===== src/pttp_pkg.sv =====
// ----------------------------------------------------------------------------
// pttp_pkg
// Shared constants and types for the pulse text to PCM run converter.
// ----------------------------------------------------------------------------
`default_nettype none

package pttp_pkg;

  localparam int COUNT_BITS_DEF = 20;

  localparam int BYTE_BITS    = 8;
  localparam int DIV_BITS     = 16;
  localparam int LEVEL_BITS   = 8;
  localparam int RUN_BITS     = 20;
  localparam int FRAC_BITS    = 8;
  localparam int CFG_IDX_BITS = 2;
  localparam int QUEUE_DEPTH  = 2;

  localparam logic [RUN_BITS-1:0]   RUN_MAX      = {RUN_BITS{1'b1}};
  localparam logic [DIV_BITS-1:0]   DIVISOR_RST  = 16'd2903;
  localparam logic [LEVEL_BITS-1:0] LEVEL_A_RST  = 8'hF8;
  localparam logic [LEVEL_BITS-1:0] LEVEL_B_RST  = 8'h08;

  localparam logic [BYTE_BITS-1:0]  CHAR_ZERO    = 8'h30;
  localparam logic [BYTE_BITS-1:0]  CHAR_NINE    = 8'h39;
  localparam logic [BYTE_BITS-1:0]  CHAR_NEWLINE = 8'h0A;

  localparam logic [CFG_IDX_BITS-1:0] REG_DIVISOR   = 2'd0;
  localparam logic [CFG_IDX_BITS-1:0] REG_LEVEL_A   = 2'd1;
  localparam logic [CFG_IDX_BITS-1:0] REG_LEVEL_B   = 2'd2;
  localparam logic [CFG_IDX_BITS-1:0] REG_UNUSED    = 2'd3;

  typedef struct packed {
    logic full;
    logic empty;
  } queue_stat_t;

  typedef enum logic [2:0] {
    B_IDLE = 3'b001,
    B_DIV  = 3'b010,
    B_FIN  = 3'b100
  } back_state_t;

endpackage

`default_nettype wire


===== src/pttp_front.sv =====
// ----------------------------------------------------------------------------
// pttp_front
// Accepts text bytes, builds the decimal width and hands each finished line
// to the queue.
// ----------------------------------------------------------------------------
`default_nettype none

module pttp_front #(
  parameter int COUNT_BITS = pttp_pkg::COUNT_BITS_DEF
) (
  input  wire logic                           clk,
  input  wire logic                           rst,
  input  wire logic                           text_valid,
  output logic                                text_ready,
  input  wire logic [pttp_pkg::BYTE_BITS-1:0] text_byte,
  input  wire pttp_pkg::queue_stat_t          q_stat,
  output logic                                q_push,
  output logic [COUNT_BITS-1:0]               q_data
);
  import pttp_pkg::*;

  localparam int EXT_BITS = COUNT_BITS + 4;

  logic [COUNT_BITS-1:0] acc;
  logic [COUNT_BITS-1:0] acc_next;
  logic [EXT_BITS-1:0]   prod;
  logic                  accept;
  logic                  is_digit;
  logic                  is_newline;

  assign text_ready = !q_stat.full;
  assign accept     = text_valid && text_ready;
  assign is_digit   = (text_byte >= CHAR_ZERO) && (text_byte <= CHAR_NINE);
  assign is_newline = (text_byte == CHAR_NEWLINE);

  // acc * 10 as (acc << 3) + (acc << 1), plus the digit value.
  always_comb begin
    prod = (EXT_BITS'(acc) << 3) + (EXT_BITS'(acc) << 1)
         + EXT_BITS'(text_byte - CHAR_ZERO);
    if (prod[EXT_BITS-1:COUNT_BITS] != '0) begin
      acc_next = {COUNT_BITS{1'b1}};
    end else begin
      acc_next = prod[COUNT_BITS-1:0];
    end
  end

  assign q_push = accept && is_newline;
  assign q_data = acc;

  always_ff @(posedge clk) begin
    if (rst) begin
      acc <= '0;
    end else if (accept) begin
      if (is_digit) begin
        acc <= acc_next;
      end else if (is_newline) begin
        acc <= '0;
      end
    end
  end

endmodule

`default_nettype wire


===== src/pttp_queue.sv =====
// ----------------------------------------------------------------------------
// pttp_queue
// Short first-in first-out queue of finished line widths.
// ----------------------------------------------------------------------------
`default_nettype none

module pttp_queue #(
  parameter int WIDTH = pttp_pkg::COUNT_BITS_DEF
) (
  input  wire logic             clk,
  input  wire logic             rst,
  input  wire logic             push,
  input  wire logic [WIDTH-1:0] push_data,
  input  wire logic             pop,
  output logic [WIDTH-1:0]      pop_data,
  output pttp_pkg::queue_stat_t stat
);
  import pttp_pkg::*;

  localparam int PTR_BITS = (QUEUE_DEPTH > 1) ? $clog2(QUEUE_DEPTH) : 1;
  localparam int CNT_BITS = $clog2(QUEUE_DEPTH + 1);

  logic [WIDTH-1:0]    mem [QUEUE_DEPTH];
  logic [PTR_BITS-1:0] wr_ptr;
  logic [PTR_BITS-1:0] rd_ptr;
  logic [CNT_BITS-1:0] count;
  logic                do_push;
  logic                do_pop;

  assign stat.full  = (count == CNT_BITS'(QUEUE_DEPTH));
  assign stat.empty = (count == '0);
  assign do_push    = push && !stat.full;
  assign do_pop     = pop && !stat.empty;
  assign pop_data   = mem[rd_ptr];

  function automatic logic [PTR_BITS-1:0] ptr_inc(input logic [PTR_BITS-1:0] p);
    if (p == PTR_BITS'(QUEUE_DEPTH - 1)) begin
      return '0;
    end
    return p + 1'b1;
  endfunction

  always_ff @(posedge clk) begin
    if (do_push) begin
      mem[wr_ptr] <= push_data;
    end
  end

  always_ff @(posedge clk) begin
    if (rst) begin
      wr_ptr <= '0;
      rd_ptr <= '0;
      count  <= '0;
    end else begin
      if (do_push) begin
        wr_ptr <= ptr_inc(wr_ptr);
      end
      if (do_pop) begin
        rd_ptr <= ptr_inc(rd_ptr);
      end
      if (do_push && !do_pop) begin
        count <= count + 1'b1;
      end else if (do_pop && !do_push) begin
        count <= count - 1'b1;
      end
    end
  end

endmodule

`default_nettype wire


===== src/pttp_back.sv =====
// ----------------------------------------------------------------------------
// pttp_back
// Divides each queued width by the sample divisor, carries the remainder and
// drives the result register; a zero divisor gives a run of RUN_MAX.
// ----------------------------------------------------------------------------
`default_nettype none

module pttp_back #(
  parameter int COUNT_BITS = pttp_pkg::COUNT_BITS_DEF
) (
  input  wire logic                            clk,
  input  wire logic                            rst,
  input  wire pttp_pkg::queue_stat_t           q_stat,
  input  wire logic [COUNT_BITS-1:0]           q_data,
  output logic                                 q_pop,
  input  wire logic [pttp_pkg::DIV_BITS-1:0]   divisor_q8,
  input  wire logic [pttp_pkg::LEVEL_BITS-1:0] level_first,
  input  wire logic [pttp_pkg::LEVEL_BITS-1:0] level_second,
  output logic                                 result_valid,
  input  wire logic                            result_ready,
  output logic [pttp_pkg::LEVEL_BITS-1:0]      sample_level,
  output logic [pttp_pkg::RUN_BITS-1:0]        run_length
);
  import pttp_pkg::*;

  localparam int NUM_BITS = COUNT_BITS + FRAC_BITS;
  localparam int CNT_BITS = $clog2(NUM_BITS + 1);
  localparam int QW       = (NUM_BITS > RUN_BITS) ? NUM_BITS : RUN_BITS;

  back_state_t           state;
  back_state_t           state_next;
  logic [NUM_BITS-1:0]   quo;
  logic [DIV_BITS-1:0]   rem;
  logic [CNT_BITS-1:0]   cnt;
  logic                  zero_div;
  logic [DIV_BITS-1:0]   carry;
  logic                  level_flag;

  logic [DIV_BITS:0]     trial;
  logic                  trial_ge;
  logic [DIV_BITS:0]     carry_sum;
  logic                  carry_inc;
  logic [DIV_BITS-1:0]   carry_next;
  logic [QW-1:0]         quo_ext;
  logic [RUN_BITS-1:0]   run_next;
  logic                  out_load;

  // One restoring division step: bring in the next numerator bit.
  assign trial    = {rem, quo[NUM_BITS-1]};
  assign trial_ge = (trial >= {1'b0, divisor_q8});

  assign carry_sum  = {1'b0, carry} + {1'b0, rem};
  assign carry_inc  = (carry_sum >= {1'b0, divisor_q8});
  assign carry_next = carry_inc ? DIV_BITS'(carry_sum - {1'b0, divisor_q8})
                                : carry_sum[DIV_BITS-1:0];

  assign quo_ext = QW'(quo);

  always_comb begin
    if (zero_div || (quo_ext > QW'(RUN_MAX))) begin
      run_next = RUN_MAX;
    end else if (quo_ext[RUN_BITS-1:0] == RUN_MAX) begin
      run_next = RUN_MAX;
    end else begin
      run_next = quo_ext[RUN_BITS-1:0] + RUN_BITS'(carry_inc);
    end
  end

  assign out_load = (state == B_FIN) && (!result_valid || result_ready);
  assign q_pop    = (state == B_IDLE) && !q_stat.empty;

  always_comb begin
    state_next = state;
    unique case (state)
      B_IDLE: begin
        if (!q_stat.empty) begin
          state_next = (divisor_q8 == '0) ? B_FIN : B_DIV;
        end
      end
      B_DIV: begin
        if (cnt == CNT_BITS'(1)) begin
          state_next = B_FIN;
        end
      end
      B_FIN: begin
        if (out_load) begin
          state_next = B_IDLE;
        end
      end
      default: state_next = B_IDLE;
    endcase
  end

  always_ff @(posedge clk) begin
    if (rst) begin
      state        <= B_IDLE;
      carry        <= '0;
      level_flag   <= 1'b0;
      result_valid <= 1'b0;
    end else begin
      state <= state_next;
      if (out_load) begin
        result_valid <= 1'b1;
        level_flag   <= !level_flag;
        if (!zero_div) begin
          carry <= carry_next;
        end
      end else if (result_ready) begin
        result_valid <= 1'b0;
      end
    end
  end

  always_ff @(posedge clk) begin
    if (q_pop) begin
      quo      <= {q_data, {FRAC_BITS{1'b0}}};
      rem      <= '0;
      cnt      <= CNT_BITS'(NUM_BITS);
      zero_div <= (divisor_q8 == '0);
    end else if (state == B_DIV) begin
      rem <= trial_ge ? DIV_BITS'(trial - {1'b0, divisor_q8}) : trial[DIV_BITS-1:0];
      quo <= {quo[NUM_BITS-2:0], trial_ge};
      cnt <= cnt - 1'b1;
    end
    if (out_load) begin
      sample_level <= level_flag ? level_second : level_first;
      run_length   <= run_next;
    end
  end

endmodule

`default_nettype wire


===== src/pulse_text_to_pcm_runs_top.sv =====
// ----------------------------------------------------------------------------
// pulse_text_to_pcm_runs_top
// Turns lines of decimal pulse widths into level and run length pairs.
// ----------------------------------------------------------------------------
// The text channel (text_valid, text_ready, text_byte) takes one ASCII byte
// per transaction. Digits extend the current width, a newline closes the line,
// and every other byte is dropped. Each newline yields one result transaction
// on result_valid/result_ready carrying sample_level and run_length.
// Digits and ignored bytes are taken whenever text_ready is high. A newline
// is queued at once; the back end then takes the line from the queue, runs
// its radix-2 restoring divider over the COUNT_BITS + 8 numerator bits
// (skipped with a zero divisor), settles the remainder carry and loads the
// result register that drives sample_level and run_length.
// The two-entry line queue lets text bytes flow while a division runs; when
// the queue is full, text_ready drops until the back end takes a line.
// If the receiver stalls, the result register holds its transaction and the
// back end waits, after which the queue and then text_ready back up.
// Configuration writes (cfg_valid, cfg_ready, cfg_index, cfg_data) are always
// accepted. Reset restores the default divisor and levels, clears the width,
// carry and level flag, and empties the queue.
// ----------------------------------------------------------------------------
`default_nettype none

module pulse_text_to_pcm_runs_top #(
  parameter int COUNT_BITS = pttp_pkg::COUNT_BITS_DEF
) (
  input  wire logic                              clk,
  input  wire logic                              rst,
  input  wire logic                              text_valid,
  output logic                                   text_ready,
  input  wire logic [pttp_pkg::BYTE_BITS-1:0]    text_byte,
  output logic                                   result_valid,
  input  wire logic                              result_ready,
  output logic [pttp_pkg::LEVEL_BITS-1:0]        sample_level,
  output logic [pttp_pkg::RUN_BITS-1:0]          run_length,
  input  wire logic                              cfg_valid,
  output logic                                   cfg_ready,
  input  wire logic [pttp_pkg::CFG_IDX_BITS-1:0] cfg_index,
  input  wire logic [pttp_pkg::DIV_BITS-1:0]     cfg_data
);
  import pttp_pkg::*;

  logic [DIV_BITS-1:0]   divisor_q8;
  logic [LEVEL_BITS-1:0] level_first;
  logic [LEVEL_BITS-1:0] level_second;

  queue_stat_t           q_stat;
  logic                  q_push;
  logic                  q_pop;
  logic [COUNT_BITS-1:0] q_in;
  logic [COUNT_BITS-1:0] q_out;

  assign cfg_ready = 1'b1;

  always_ff @(posedge clk) begin
    if (rst) begin
      divisor_q8   <= DIVISOR_RST;
      level_first  <= LEVEL_A_RST;
      level_second <= LEVEL_B_RST;
    end else if (cfg_valid && cfg_ready) begin
      unique case (cfg_index)
        REG_DIVISOR: divisor_q8   <= cfg_data;
        REG_LEVEL_A: level_first  <= cfg_data[LEVEL_BITS-1:0];
        REG_LEVEL_B: level_second <= cfg_data[LEVEL_BITS-1:0];
        REG_UNUSED:  ;
        default:     ;
      endcase
    end
  end

  pttp_front #(
    .COUNT_BITS (COUNT_BITS)
  ) u_front (
    .clk        (clk),
    .rst        (rst),
    .text_valid (text_valid),
    .text_ready (text_ready),
    .text_byte  (text_byte),
    .q_stat     (q_stat),
    .q_push     (q_push),
    .q_data     (q_in)
  );

  pttp_queue #(
    .WIDTH (COUNT_BITS)
  ) u_queue (
    .clk       (clk),
    .rst       (rst),
    .push      (q_push),
    .push_data (q_in),
    .pop       (q_pop),
    .pop_data  (q_out),
    .stat      (q_stat)
  );

  pttp_back #(
    .COUNT_BITS (COUNT_BITS)
  ) u_back (
    .clk          (clk),
    .rst          (rst),
    .q_stat       (q_stat),
    .q_data       (q_out),
    .q_pop        (q_pop),
    .divisor_q8   (divisor_q8),
    .level_first  (level_first),
    .level_second (level_second),
    .result_valid (result_valid),
    .result_ready (result_ready),
    .sample_level (sample_level),
    .run_length   (run_length)
  );

endmodule

`default_nettype wire


===== config.mk =====
export PLATFORM = sky130hd
export DESIGN_NAME = pulse_text_to_pcm_runs_top
export DESIGN_NICKNAME = d
export VERILOG_FILES = /design/src/pttp_pkg.sv /design/src/pttp_front.sv /design/src/pttp_queue.sv /design/src/pttp_back.sv /design/src/pulse_text_to_pcm_runs_top.sv
export SDC_FILE = /design/constraint.sdc
export NUM_CORES = 1
export LEC_CHECK = 0
export ABC_CLOCK_PERIOD_IN_PS = 5350
export CAP_MARGIN = 30
export CORE_MARGIN = 8
export CORE_UTILIZATION = 40
export CTS_BUF_LIST = sky130_fd_sc_hd__clkbuf_8
export CTS_CLUSTER_DIAMETER = 100
export CTS_CLUSTER_SIZE = 12
export DETAILED_ROUTE_END_ITERATION = 7
export DONT_BUFFER_PORTS = 1
export PLACE_DENSITY = 0.55
export SYNTH_ARGS = -nofsm -noshare
export SYNTH_HDL_FRONTEND = slang
export SYNTH_SLANG_ARGS = --single-unit

===== constraint.sdc =====
create_clock -name clk -period 5.35 [get_ports clk]
set_clock_uncertainty 0.05 [all_clocks]
set_input_delay 0 -clock clk [delete_from_list [all_inputs] [get_ports clk]]
set_output_delay 0 -clock clk [all_outputs]
set_load 0.02 [all_outputs]

# ---- Word-level counts from Yosys, hierarchy flattened
# Memory sizes are Yosys's and may differ from the RTL's. A register that Yosys moved wholly into a read port is not among the register bits.
# Index checks and enable logic that the tools add are counted.
# Widths: inputs -> output; s select.
dict set report word_totals {
  ff_bits 155
  ramBits 40
  input_bits 31
  out_inout_bits 31
  wordCells 112
  memories 1
}
dict set report classes {
  n_addsub 12
  order_cmp 5
  n_eq_ne 12
  muxes 31
  bitwise_logic 1
  reduce_logical 32
}
# memory depth word_bits read_ports rd_clocked_by_memory_dff wr line
set memory_table {}
lappend memory_table {u_queue.mem 2 20 1 1 1 pttp_queue.sv:23} ;# logic [WIDTH-1:0] mem [QUEUE_DEPTH];
# op n
set op_table {}
lappend op_table {{$mux 20} 3}
lappend op_table {{$mux 28} 2}
lappend op_table {{$ge 17x16->1} 2}
lappend op_table {{$mux 16} 2}
lappend op_table {{$sub 16x16->16} 2}
lappend op_table {{$gt 28x20->1 const B} 1}
lappend op_table {{$add 23x21->24} 1}
lappend op_table {{$add 24x24->24} 1}
lappend op_table {{$add 20x1->20} 1}
lappend op_table {{$eq 20x20->1 const B} 1}
lappend op_table {{$add 16x16->17} 1}
lappend op_table {{$logic_not 16->1} 1}
lappend op_table {{$mux 1} 16}
lappend op_table {{$mux 3} 4}
lappend op_table {{$reduce_and 2->1} 5}
lappend op_table {{$logic_and 1x1->1} 9}
lappend op_table {{$pmux 3 s3} 1}
lappend op_table {{$sub 8x6->9 const B} 1}
lappend op_table {{$eq 8x4->1 const B} 1}
lappend op_table {{$ge 8x6->1 const B} 1}
lappend op_table {{$le 8x6->1 const B} 1}
lappend op_table {{$mux 8} 1}
lappend op_table {{$reduce_bool 2->1} 4}
lappend op_table {{$logic_not 1->1} 6}
lappend op_table {{other kinds (19)} 25}

# ---- Logic depth before layout (Yosys ltp)
# Gate-level depths: netlist of the first run.
dict set report logic_depth {
  depth_word 9
  mapped_depth 22
}

# ---- Modules after synthesis
# From an unflattened synthesis of the first run, not the netlist that was laid out.
dict set report unflattened {
  cells_unflattened 1196
  hier_area_um2 11956.5
}
# mod instances cells_per_inst area_each_um2 seq_area_each_um2
set modules_own_cells {}
lappend modules_own_cells {pttp_back 1 712 6618.8 2472.4}
lappend modules_own_cells {pttp_front 1 262 2319.7 400.4}
lappend modules_own_cells {pttp_queue 1 87 1654.1 1301.2}
lappend modules_own_cells {pulse_text_to_pcm_runs_top 1 135 1363.8 640.6}

# ---- Worst setup path after synthesis of the first run
# Ideal clock, no wire load.
dict set report synth_path {
  path_kind {register -> register}
  from {register u_back.rem[0]}
  to {register u_back.run_length[16] (netlist name) (data pin)}
  setup_time_ns 0.268
  arrival_ns 4.395
  required_time_ns 5.032
  setup_slack_ns 0.637
  stages_incl_launch_ff 23
  path_cell_list {dfxtp_1 ha_1 fa_1 a211oi_1 o21ai_1 a211oi_1 nor3_2 a21boi_0 xnor2_1 ha_1 and4_1 nand2_1 o311ai_0 a41oi_1 and2_1 inv_2 ha_1 ha_1 nand2_1 nor3_1 nand3_1 xor2_1 nand2_1}
}
dict set report synth_via {
  elab_chain_len 3
}
# element line
set synth_lines {}
lappend synth_lines {{start, declared} pttp_back.sv:33} ;# logic [DIV_BITS-1:0] rem;
lappend synth_lines {{start signal, assigned} pttp_back.sv:121} ;# rem <= trial_ge ? DIV_BITS'(trial - {1'b0, divisor_q8}) : trial[DIV_BITS-1:0];
lappend synth_lines {{$add 16x16->17} pttp_back.sv:52} ;# assign carry_sum = {1'b0, carry} + {1'b0, rem};
lappend synth_lines {{$ge 17x16->1} pttp_back.sv:53} ;# assign carry_inc = (carry_sum >= {1'b0, divisor_q8});
lappend synth_lines {{$add 20x1->20} pttp_back.sv:65} ;# run_next = quo_ext[RUN_BITS-1:0] + RUN_BITS'(carry_inc);
lappend synth_lines {{end signal, assigned} pttp_back.sv:127} ;# run_length <= run_next;
lappend synth_lines {{end, declared} pttp_back.sv:22} ;# output logic [pttp_pkg::RUN_BITS-1:0] run_length
# Every way passes these cells.
# A chain may end at the register's enable or synchronous reset.

# ---- Final worst setup path of the first run
dict set report layout_path {
  from {register u_back.rem[0]}
  to {register u_back.run_length[18] (netlist name) (data pin)}
}
# Same word-level chain as after synthesis.

==> results of run 1 <==
flip-flops by register name, summed over array words and instances (netlist names), named ones only:
register and flops:
u_back.state 3, level_first 8, u_back.carry 16, u_back.run_length 20, u_back.zero_div 1, u_queue.mem 40, level_second 8, u_back.sample_level 8
u_queue.wr_ptr 1, u_queue.count 2, u_back.level_flag 1, u_queue.rd_ptr 1, divisor_q8 16, u_back.quo 28, u_front.q_data 20, u_back.rem 16
u_back.cnt 5, u_back.result_valid 1
cell type report:
cell class | count | area [µm²]
fillers | 2848 | 16080
multi-input cells | 928 | 6646
flip-flops and latches | 196 | 4815
repair buffers | 76 | 754.5
well taps | 390 | 488.0
clock buffers | 18 | 247.7
inverters | 64 | 240.2
clock inverters | 14 | 135.1
worst max path at each step:
stage | start | end | slack (ns) | depth (start not counted)
final | u_back.rem[0]$_SDFFE_PP0P_ | u_back.run_length[18]$_SDFFCE_PP1P_ | 0.41 | 21
after global routing | u_back.rem[1]$_SDFFE_PP0P_ | u_back.run_length[18]$_SDFFCE_PP1P_ | -0.02 | 21
after CTS | u_back.rem[0]$_SDFFE_PP0P_ | u_back.run_length[16]$_SDFFCE_PP1P_ | 0.14 | 22
after detailed placement | u_back.rem[0]$_SDFFE_PP0P_ | u_back.run_length[16]$_SDFFCE_PP1P_ | 0.19 | 22
after global placement | u_back.rem[0]$_SDFFE_PP0P_ | u_back.run_length[14]$_SDFFCE_PP1P_ | 0.28 | 22
after floorplan | u_back.rem[0]$_SDFFE_PP0P_ | u_back.run_length[16]$_SDFFCE_PP1P_ | 0.64 | 22
stage by stage:
stage                     power (mW)  std cells  setup TNS (ns)  area, µm²
final                          3.593       1686               0      13330
after global routing           3.796       1686        -0.04544      13330
after CTS                      3.633       1685               0      13300
after detailed placement       2.642       1599               0      12350
after global placement         2.616       1596               0      12300
after floorplan                2.401       1234               0      11830
power by group through the flow:
stage          Clock [mW]  Combinational (mW)  Sequential (mW)
2_1_floorplan           0               0.551             1.85
3_3_place_gp            0               0.686             1.93
3_5_place_dp            0               0.731             1.91
4_1_cts             0.978               0.777             1.88
5_1_grt              1.03               0.863             1.90
6_report            0.946               0.770             1.88
metal layers:
layer / vias to the layer above / wire [µm] / global-route usage, %
met3: 9 / 1291 / 2.972
met5: - / 0 / 0
met4: 0 / 197 / 3.667
li1: 4568 / - / -
met2: 176 / 12260 / 24.40
met1: 4267 / 14990 / 23.69
repair_timing:
action                                 in CTS  in global routing
gates resized for setup                     0                  6
endpoints found under the hold margin      78                  0
setup endpoints to repair                   0                 13
buffers inserted                            0                  1
hold buffers                               54                  0
cell families after synthesis:
family / after synthesis / synth area share, %
flops: 196 / 40.70
buf+inv: 110 / 3.670
other cells: 1 / 0.03170
xor+xnor: 77 / 5.701
simple gates: 377 / 15.37
compound gates: 313 / 17.33
mux: 57 / 4.908
fa+ha+maj: 103 / 12.29
cells in the final DEF, fill, tap and decap left out, types with 22 or more instances in the layout:
cell type / netlist / layout
inv_1: 63 / 65
edfxtp_1: 89 / 89
fa_1: 22 / 22
a211oi_1: 25 / 23
xor2_1: 32 / 32
ha_1: 81 / 81
nand2_1: 139 / 139
mux2i_1: 49 / 49
nor2_1: 88 / 87
nor3_1: 27 / 24
a21oi_1: 89 / 89
o21ai_0: 73 / 72
xnor2_1: 45 / 45
nand3_1: 23 / 23
dlygate4sd3_1: 0 / 53
dfxtp_1: 107 / 107
critical path, cell delays in order, from the launching register on:
cell and delay, ns:
dfxtp_1 0.36, ha_1 0.24, fa_1 0.44, a211oi_2 0.23, o21ai_1 0.14, a211oi_2 0.23, nor3_2 0.10, a21boi_0 0.22
xnor2_1 0.12, ha_1 0.33, and4_1 0.24, nand2_1 0.07, o311ai_0 0.31, a41oi_1 0.18, and2_4 0.25, inv_2 0.06
ha_1 0.16, ha_1 0.20, nand2_1 0.14, nor4_1 0.32, xnor2_1 0.17, nand2_1 0.08
==> flow_summary.json, run 1 <==
{
  "status": "finished, final reports clean",
  "fin_crit_sh_pct": 92.33,
  "clock_sinks": 196,
  "dp_hpwl_um": 21330,
  "ios": 62,
  "hold_slack_ns": 0.05894,
  "clkPwrFrac_pct": 26.3,
  "clk_pin_slew_ns": 0.11,
  "syn_area_per_cell_um2": 9.586,
  "yosys.cell_types.count": 77,
  "row_count": 63,
  "vias": 9020,
  "cts_tree": "done",
  "crit_path_max_fanout": 5,
  "ys.flop_type": "dfxtp_1",
  "yosysTopAreaCell": "edfxtp_1",
  "dr.pass1.iters": 5,
  "drt-vias-per-instance": 5.350,
  "power_frac_seq_pct": 52.2,
  "overflow": 0,
  "r2r_end": "u_back.run_length[18]$_SDFFCE_PP1P_",
  "grt_pass1_vias": 8704,
  "synth_seq_cells": 196,
  "grtUsageTotal_pct": 16.20,
  "crit_required_ns": 5.48,
  "hold_depth": 4,
  "cts_max_path_buffers": 2,
  "synth_nets": 1368,
  "yosys_warnings": 0,
  "drive_gt1_share_pct": 7.716,
  "synthArstFlopShare_pct": 0,
  "cts-root-buf": "clkbuf_8",
  "die_area_um2": 35330,
  "synthTopCellsByArea": "edfxtp_1, dfxtp_1, ha_1",
  "hold_end": "u_queue.wr_ptr$_SDFFE_PP0P_",
  "p_switching_mw": 1.163,
  "htreeDepth": 4,
  "yosysMostFrequentCell": "nand2_1",
  "netlist_area_um2": 11830,
  "syn_inst": 1234,
  "wl_per_cell_um": 17.04,
  "maxSlewViolCount": 0,
  "synth_edf_count": 89,
  "worst_pin_slew_ns": 0.7766,
  "worstHoldStart": "text_byte[0]",
  "die_w_um": 188.0,
  "internal_power_mw": 2.431,
  "cp-start-kind": "flop",
  "switching_share_pct": 32.36,
  "ff2ff_path_depth": 21,
  "maxClockFrequency_mhz": 202.4,
  "nets": 1417,
  "p_leak_nw": 5.186,
  "pre_cts_slack_ns": 0.1858,
  "setup_ws_ns": 0.4102,
  "setup_violations": 0,
  "grt_pass1_wl_um": 46670,
  "clock_latency_ns": 0.47,
  "end_kind": "flop",
  "io_buffers": 0,
  "irDropWorstVdd_uv": 190.7,
  "synthToLayoutAreaGrowth_pct": 12.66,
  "p_comb_share_pct": 21.4,
  "slew_headroom_pct": 48.23,
  "antennaDiodeCount": 0,
  "holdCritPathClass": "input pin to flop",
  "start_util_pct": 40.23,
  "numCtsBuffers": 17,
  "r2r-start": "u_back.rem[0]$_SDFFE_PP0P_",
  "synth_common_cells": "nand2_1, dfxtp_1, a21oi_1, edfxtp_1, nor2_1",
  "drcViolationCount": 0,
  "synth.top_cell.area_share_pct": 22.59,
  "finalHoldViolCount": 0,
  "antenna_found_initial": 0,
  "grt_max_degree": 81,
  "drv_cap": 0,
  "worst-setup-path-type": "flop to flop",
  "ys_seq_area_share_pct": 40.70,
  "r2r_slack_ns": 0.41,
  "antenna_left": 0,
  "layout_min_cycle_time_ns": 4.940,
  "worstPathArrival_ns": 5.06,
  "utilization_pct": 45.33,
  "place_congestion": 0.8941,
  "chipHeight_um": 188.0,
  "powerDensity_nw_per_um2": 269.6,
  "drt_iter0_drc": 546,
  "fp.coreArea_um2": 29400,
  "totalWireLength_um": 28740
}
Power figures use the tool's default switching activity.
==> run 2: changes to the inputs <==
--- a/config.mk
+++ b/config.mk
@@ -17,4 +17,5 @@
 export PLACE_DENSITY = 0.55
 export SYNTH_ARGS = -nofsm -noshare
 export SYNTH_HDL_FRONTEND = slang
+export SYNTH_HIERARCHICAL = 1
 export SYNTH_SLANG_ARGS = --single-unit
==> run 2 against run 1 <==
Effect of this change: utilization down 0.57 points; register-to-register slack worse by 0.07 ns; critical path depth fell by 2; routed wire length decreased by 4.7%; die area up 0.99%; critical path type unchanged; combinational power fell by 45%; sequential power fell by 14%.
==> flow_summary.json, run 2 <==
{
  "status": "finished, final reports clean",
  "totalWireLength_um": 27390,
  "p_switching_mw": 0.9149,
  "finalHoldViolCount": 0,
  "worst-setup-path-type": "flop to flop",
  "cts-root-buf": "clkbuf_8",
  "synth-xor-area-share_pct": 5.347,
  "clock_sinks": 196,
  "clk_pin_slew_ns": 0.14,
  "cp-start-kind": "flop",
  "antennaDiodeCount": 0,
  "crit_chain": "ha_1, fa_1, a211oi_2, o211ai_2, a221oi_4, nor3_1, a311o_1, ha_1, o211ai_1, a211oi_2, nor3_4, inv_1, ha_1, ha_1, and4_1, nor2b_2, nand4_1, xor2_1, nand2_1",
  "synthTopCellsByArea": "edfxtp_1, dfxtp_1, ha_1",
  "drt-vias-per-instance": 5.388,
  "worst_pin_slew_ns": 0.9321,
  "slew_headroom_pct": 37.69,
  "row_count": 63,
  "netlist_area_um2": 11960,
  "r2r-start": "u_back/rem[0]$_SDFFE_PP0N_",
  "setup_violations": 0,
  "synth_top_family_by_area": "compound AO/OA/AOI/OAI gates",
  "grt_pass1_wl_um": 44990,
  "hold_slack_ns": 0.04119,
  "synthToLayoutAreaGrowth_pct": 10.64,
  "utilization_pct": 44.75,
  "fin_crit_sh_pct": 93.73,
  "startpoint": "u_back/rem[0]$_SDFFE_PP0N_",
  "crit_family": "compound AO/OA/AOI/OAI gates",
  "chipHeight_um": 188.9,
  "dr.pass1.iters": 5,
  "die_w_um": 188.9,
  "start_util_pct": 40.45,
  "synth_edf_count": 89,
  "worstPathArrival_ns": 5.21,
  "io_buffers": 0,
  "grt_max_degree": 104,
  "largest_reg_flops": 40,
  "crit_required_ns": 5.55,
  "power_frac_seq_pct": 51.3,
  "largest-register": "u_queue/mem",
  "end_kind": "flop",
  "maxSlewViolCount": 0,
  "crit_buf_inv": 1,
  "synthAdderAreaFrac_pct": 12.16,
  "drive_gt1_share_pct": 8.110,
  "clock_latency_ns": 0.48,
  "antenna_left": 0,
  "synth.top_cell.area_share_pct": 22.35,
  "synth_simple_gate_area_share_pct": 14.61,
  "cts_tree": "done",
  "maxClockFrequency_mhz": 199.4,
  "ys_seq_area_share_pct": 40.27,
  "overflow": 0,
  "numCtsBuffers": 17,
  "synth_nets": 1330,
  "tns_ns": 0,
  "worstHoldStart": "cfg_index[1]",
  "yosysTopAreaCell": "edfxtp_1",
  "powerDensity_nw_per_um2": 238.2,
  "syn_inst": 1196,
  "yosys.cell_types.count": 78,
  "holdCritPathClass": "input pin to flop",
  "drt_iter0_drc": 458,
  "synth_seq_cells": 196,
  "p_leak_nw": 5.205,
  "irDropWorstVdd_uv": 179.1,
  "clkPwrFrac_pct": 35.4,
  "yosys_warnings": 6,
  "yosysMostFrequentCell": "dfxtp_1",
  "cts_max_path_buffers": 2,
  "layout_min_cycle_time_ns": 5.015,
  "drcViolationCount": 0,
  "die_area_um2": 35680,
  "wl_per_cell_um": 16.88,
  "grt_pass1_vias": 8417,
  "largest_registers": "u_queue/mem x40, u_back/quo x28",
  "layout_commonest_cell": "dfxtp_1",
  "p_comb_share_pct": 13.4,
  "nets": 1354,
  "place_congestion": 0.8149,
  "internal_power_mw": 2.237,
  "htreeDepth": 4,
  "grtUsageTotal_pct": 15.26,
  "ys.flop_type": "dfxtp_1",
  "synth_common_cells": "dfxtp_1, nand2_1, nor2_1",
  "cp_slowest_cell": "fa_1",
  "synthMuxAreaShare_pct": 6.656,
  "synth_compound_area_share_pct": 16.91,
  "synthArstFlopShare_pct": 0,
  "syn_area_per_cell_um2": 9.997,
  "antenna_found_initial": 0,
  "layout_common_cells": "dfxtp_1, nand2_1, nor2_1",
  "vias": 8744,
  "fp.coreArea_um2": 29560,
  "dp_hpwl_um": 20050,
  "cp_slowest_stage_delay_ns": 0.45,
  "crit_path_max_fanout": 7,
  "crit_path_frequent_cell": "ha_1",
  "drv_cap": 0,
  "rsz0062_at_grt": "no",
  "ios": 62,
  "switching_share_pct": 29.03
}
-- run 2: final cells by class --
type,count,area (µm²)
Clock inverter,15,236.5
Tap cell,390,488.0
Clock buffer,17,234.0
Sequential cell,196,4815
Multi-Input combinational cell,894,6688
Fill cell,2836,16330
Inverter,60,225.2
Timing Repair Buffer,51,543.0
-- run 2: kinds of logic (layout without fill, tap and decap cells) --
kind of cell,Yosys count,after routing
buf+inv,106,143
fa+ha+maj,103,103
flops,196,196
xor+xnor,73,73
compound gates,283,283
simple gates,358,358
mux,76,76
other cells,1,1
-- run 2: final timing paths --
kind                                                            end  slack, ns  cells past startpoint
worst max-delay path            u_back/run_length[18]$_SDFFCE_PP1P_       0.34                     19
worst min-delay path                    level_first[6]$_SDFFE_PP1P_       0.04                      2
worst max register to register  u_back/run_length[18]$_SDFFCE_PP1P_       0.34                     19
worst min register to register         level_second[5]$_SDFFE_PP0P_       0.43                      2
-- run 2: power by group through the flow --
stage,logic [mW],registers (mW),clock network [mW]
finish,0.422,1.62,1.11
global route,0.473,1.62,1.21
CTS,0.420,1.62,1.16
detailed placement,0.385,1.65,0
global placement,0.380,1.65,0
floorplan,0.329,1.64,0
-- run 2: metal layers --
metal	GRT usage, %	vias to the layer above	wire length (µm)
met3	2.299	14	885
met1	22.16	4158	14270
met2	23.59	141	11970
met5	0	-	0
met4	3.428	0	266
li1	-	4431	-
-- run 2: timing repair --
action / 4_1_cts / 5_1_grt
buffers inserted: 0 / 1
resized for setup: 0 / 4
endpoints found under the setup margin: 0 / 4
hold endpoints to repair: 78 / 0
hold buffers: 35 / 0
-- run 2: metrics by stage --
stage	power [mW]	std cells	worst slack, ns	cell area, µm²
6_report	3.152	1623	0.3355	13230
5_1_grt	3.300	1623	0.007353	13230
4_1_cts	3.192	1621	0.2180	13190
3_5_place_dp	2.035	1554	0.2389	12350
3_3_place_gp	2.030	1551	0.3050	12290
2_1_floorplan	1.968	1196	0.5503	11960
==> run 3: changes to the inputs <==
--- a/config.mk
+++ b/config.mk
@@ -15,6 +15,7 @@
 export DETAILED_ROUTE_END_ITERATION = 7
 export DONT_BUFFER_PORTS = 1
 export PLACE_DENSITY = 0.55
+export REMOVE_ABC_BUFFERS = 1
 export SYNTH_ARGS = -nofsm -noshare
 export SYNTH_HDL_FRONTEND = slang
 export SYNTH_HIERARCHICAL = 1
==> run 3 against run 2 <==
Effect of this change: first-iteration DRC count increased by 17%; fmax increased by 0.42%; routed wire length increased by 0.54%; critical path type unchanged; critical endpoint unchanged; largest cell class unchanged.
==> flow_summary.json, run 3 (synthesis results as in run 2) <==
{
  "status": "finished, final reports clean",
  "startpoint": "u_back/rem[0]$_SDFFE_PP0N_",
  "crit_path_frequent_cell": "ha_1",
  "drt_iter0_drc": 537,
  "start_util_pct": 40.45,
  "fp.coreArea_um2": 29560,
  "hold_slack_ns": 0.02855,
  "overflow": 0,
  "grt_pass1_wl_um": 46020,
  "cts_max_path_buffers": 2,
  "grt_max_degree": 104,
  "fin_crit_sh_pct": 93.34,
  "cp_num_cells": 21,
  "placed_cells": 1554,
  "tns_ns": 0,
  "end_kind": "flop",
  "worstPathArrival_ns": 5.18,
  "cts-root-buf": "clkbuf_8",
  "crit_family": "compound AO/OA/AOI/OAI gates",
  "powerDensity_nw_per_um2": 234.3,
  "chipHeight_um": 188.9,
  "final_area_um2": 13200,
  "crit_buf_inv": 1,
  "antenna_found_initial": 0,
  "rsz0062_at_grt": "no",
  "row_count": 63,
  "ios": 62,
  "place_congestion": 0.8527,
  "drive_gt1_share_pct": 8.016,
  "drt-vias-per-instance": 5.430,
  "drv_cap": 0,
  "vias": 8823,
  "dp_hpwl_um": 20270,
  "clock_latency_ns": 0.48,
  "cp-start-kind": "flop",
  "die_w_um": 188.9,
  "die_area_um2": 35680,
  "wl_per_cell_um": 16.95,
  "holdCritPathClass": "input pin to flop",
  "r2r_end": "u_back/run_length[18]$_SDFFCE_PP1P_",
  "dr.pass1.iters": 6,
  "clk_pin_slew_ns": 0.13,
  "largest_reg_flops": 40,
  "layout_common_cells": "dfxtp_1, nand2_1, nor2_1",
  "nets": 1356,
  "r2r_slack_ns": 0.36,
  "irDropWorstVdd_uv": 168.5,
  "cp_slowest_stage_delay_ns": 0.39,
  "antenna_left": 0,
  "io_buffers": 0,
  "htreeDepth": 4,
  "cts_tree": "done",
  "crit_path_max_fanout": 5,
  "crit_chain": "ha_1, fa_2, a211oi_2, o211ai_2, a31o_2, a21oi_1, xnor2_1, ha_1, a21oi_1, o21ai_0, a211oi_1, o21ai_1, nor3_4, inv_1, ha_1, ha_1, and4_1, nor2b_2, nand4_1, xor2_1, nand2_1",
  "grt_pass1_vias": 8860,
  "grtUsageTotal_pct": 15.60,
  "layout_min_cycle_time_ns": 4.994,
  "p_leak_nw": 5.192,
  "slew_headroom_pct": 39.38,
  "setup_violations": 0,
  "largest_registers": "u_queue/mem x40, u_back/quo x28",
  "layout_commonest_cell": "dfxtp_1",
  "antennaDiodeCount": 0,
  "totalWireLength_um": 27540,
  "total_power_mw": 3.092,
  "drcViolationCount": 0,
  "crit_required_ns": 5.53,
  "worst_pin_slew_ns": 0.9081,
  "r2r-start": "u_back/rem[0]$_SDFFE_PP0N_",
  "ff2ff_path_depth": 21,
  "clock_sinks": 196,
  "crit_end": "u_back/run_length[18]$_SDFFCE_PP1P_",
  "worst-setup-path-type": "flop to flop",
  "cp_slowest_cell": "fa_2",
  "numCtsBuffers": 17,
  "final-instance-count-excl-fill": 1625,
  "maxClockFrequency_mhz": 200.3,
  "synthToLayoutAreaGrowth_pct": 10.37,
  "maxSlewViolCount": 0,
  "largest-register": "u_queue/mem",
  "finalHoldViolCount": 0,
  "place_area_um2": 12330
}
run 3: layout make-up:
cell class	instances	area (µm²)
clock buffers	17	234.0
flip-flops and latches	196	4815
fillers	2809	16360
repair buffers	53	530.5
inverters	60	225.2
clock inverters	15	220.2
multi-input cells	894	6684
well taps	390	488.0
run 3: power breakdown:
part / total (mW) / switching, mW / internal, mW
Sequential: 1.62 / 0.0333 / 1.58
Combinational: 0.429 / 0.238 / 0.192
Clock: 1.05 / 0.657 / 0.388
Total: 3.09 / 0.928 / 2.16
run 3: worst min-delay path by stage:
stage	from	cells after the start	endpoint	slack [ns]
final	cfg_index[0]	2	level_first[5]$_SDFFE_PP1P_	0.03
after global routing	cfg_index[0]	2	level_first[3]$_SDFFE_PP1P_	0.01
after CTS	cfg_index[0]	2	level_first[3]$_SDFFE_PP1P_	0.009
after detailed placement	rst	1	u_back/carry[1]$_SDFFE_PP0P_	0.04
after global placement	rst	1	u_back/level_flag$_SDFFE_PP0P_	0.05
after floorplan	rst	1	u_back/carry[1]$_SDFFE_PP0P_	0.01
run 3: per-layer routing:
| layer | GRT usage [%] | part of all wire, % | vias to the layer above |
|---|---|---|---|
| met5 | 0 | 0 | - |
| met4 | 4.029 | 0.86 | 0 |
| met3 | 1.876 | 2.8 | 12 |
| met2 | 26.34 | 48 | 123 |
| met1 | 20.90 | 48 | 4262 |
| li1 | - | - | 4426 |
run 3: per-stage QoR:
step                setup WS [ns]  utilization (%)
floorplan                  0.1383                -
global placement           0.2811            41.63
detailed placement         0.1834            41.72
CTS                        0.1599            44.60
global route              0.01588            44.64
finish                     0.3563            44.64
run 3: repair_timing:
item                                   4_1_cts  5_1_grt
endpoints found under the hold margin       78        0
hold buffers                                38        0
setup endpoints to repair                    0        4
resized for setup                            0        3
setup buffers                                0        1
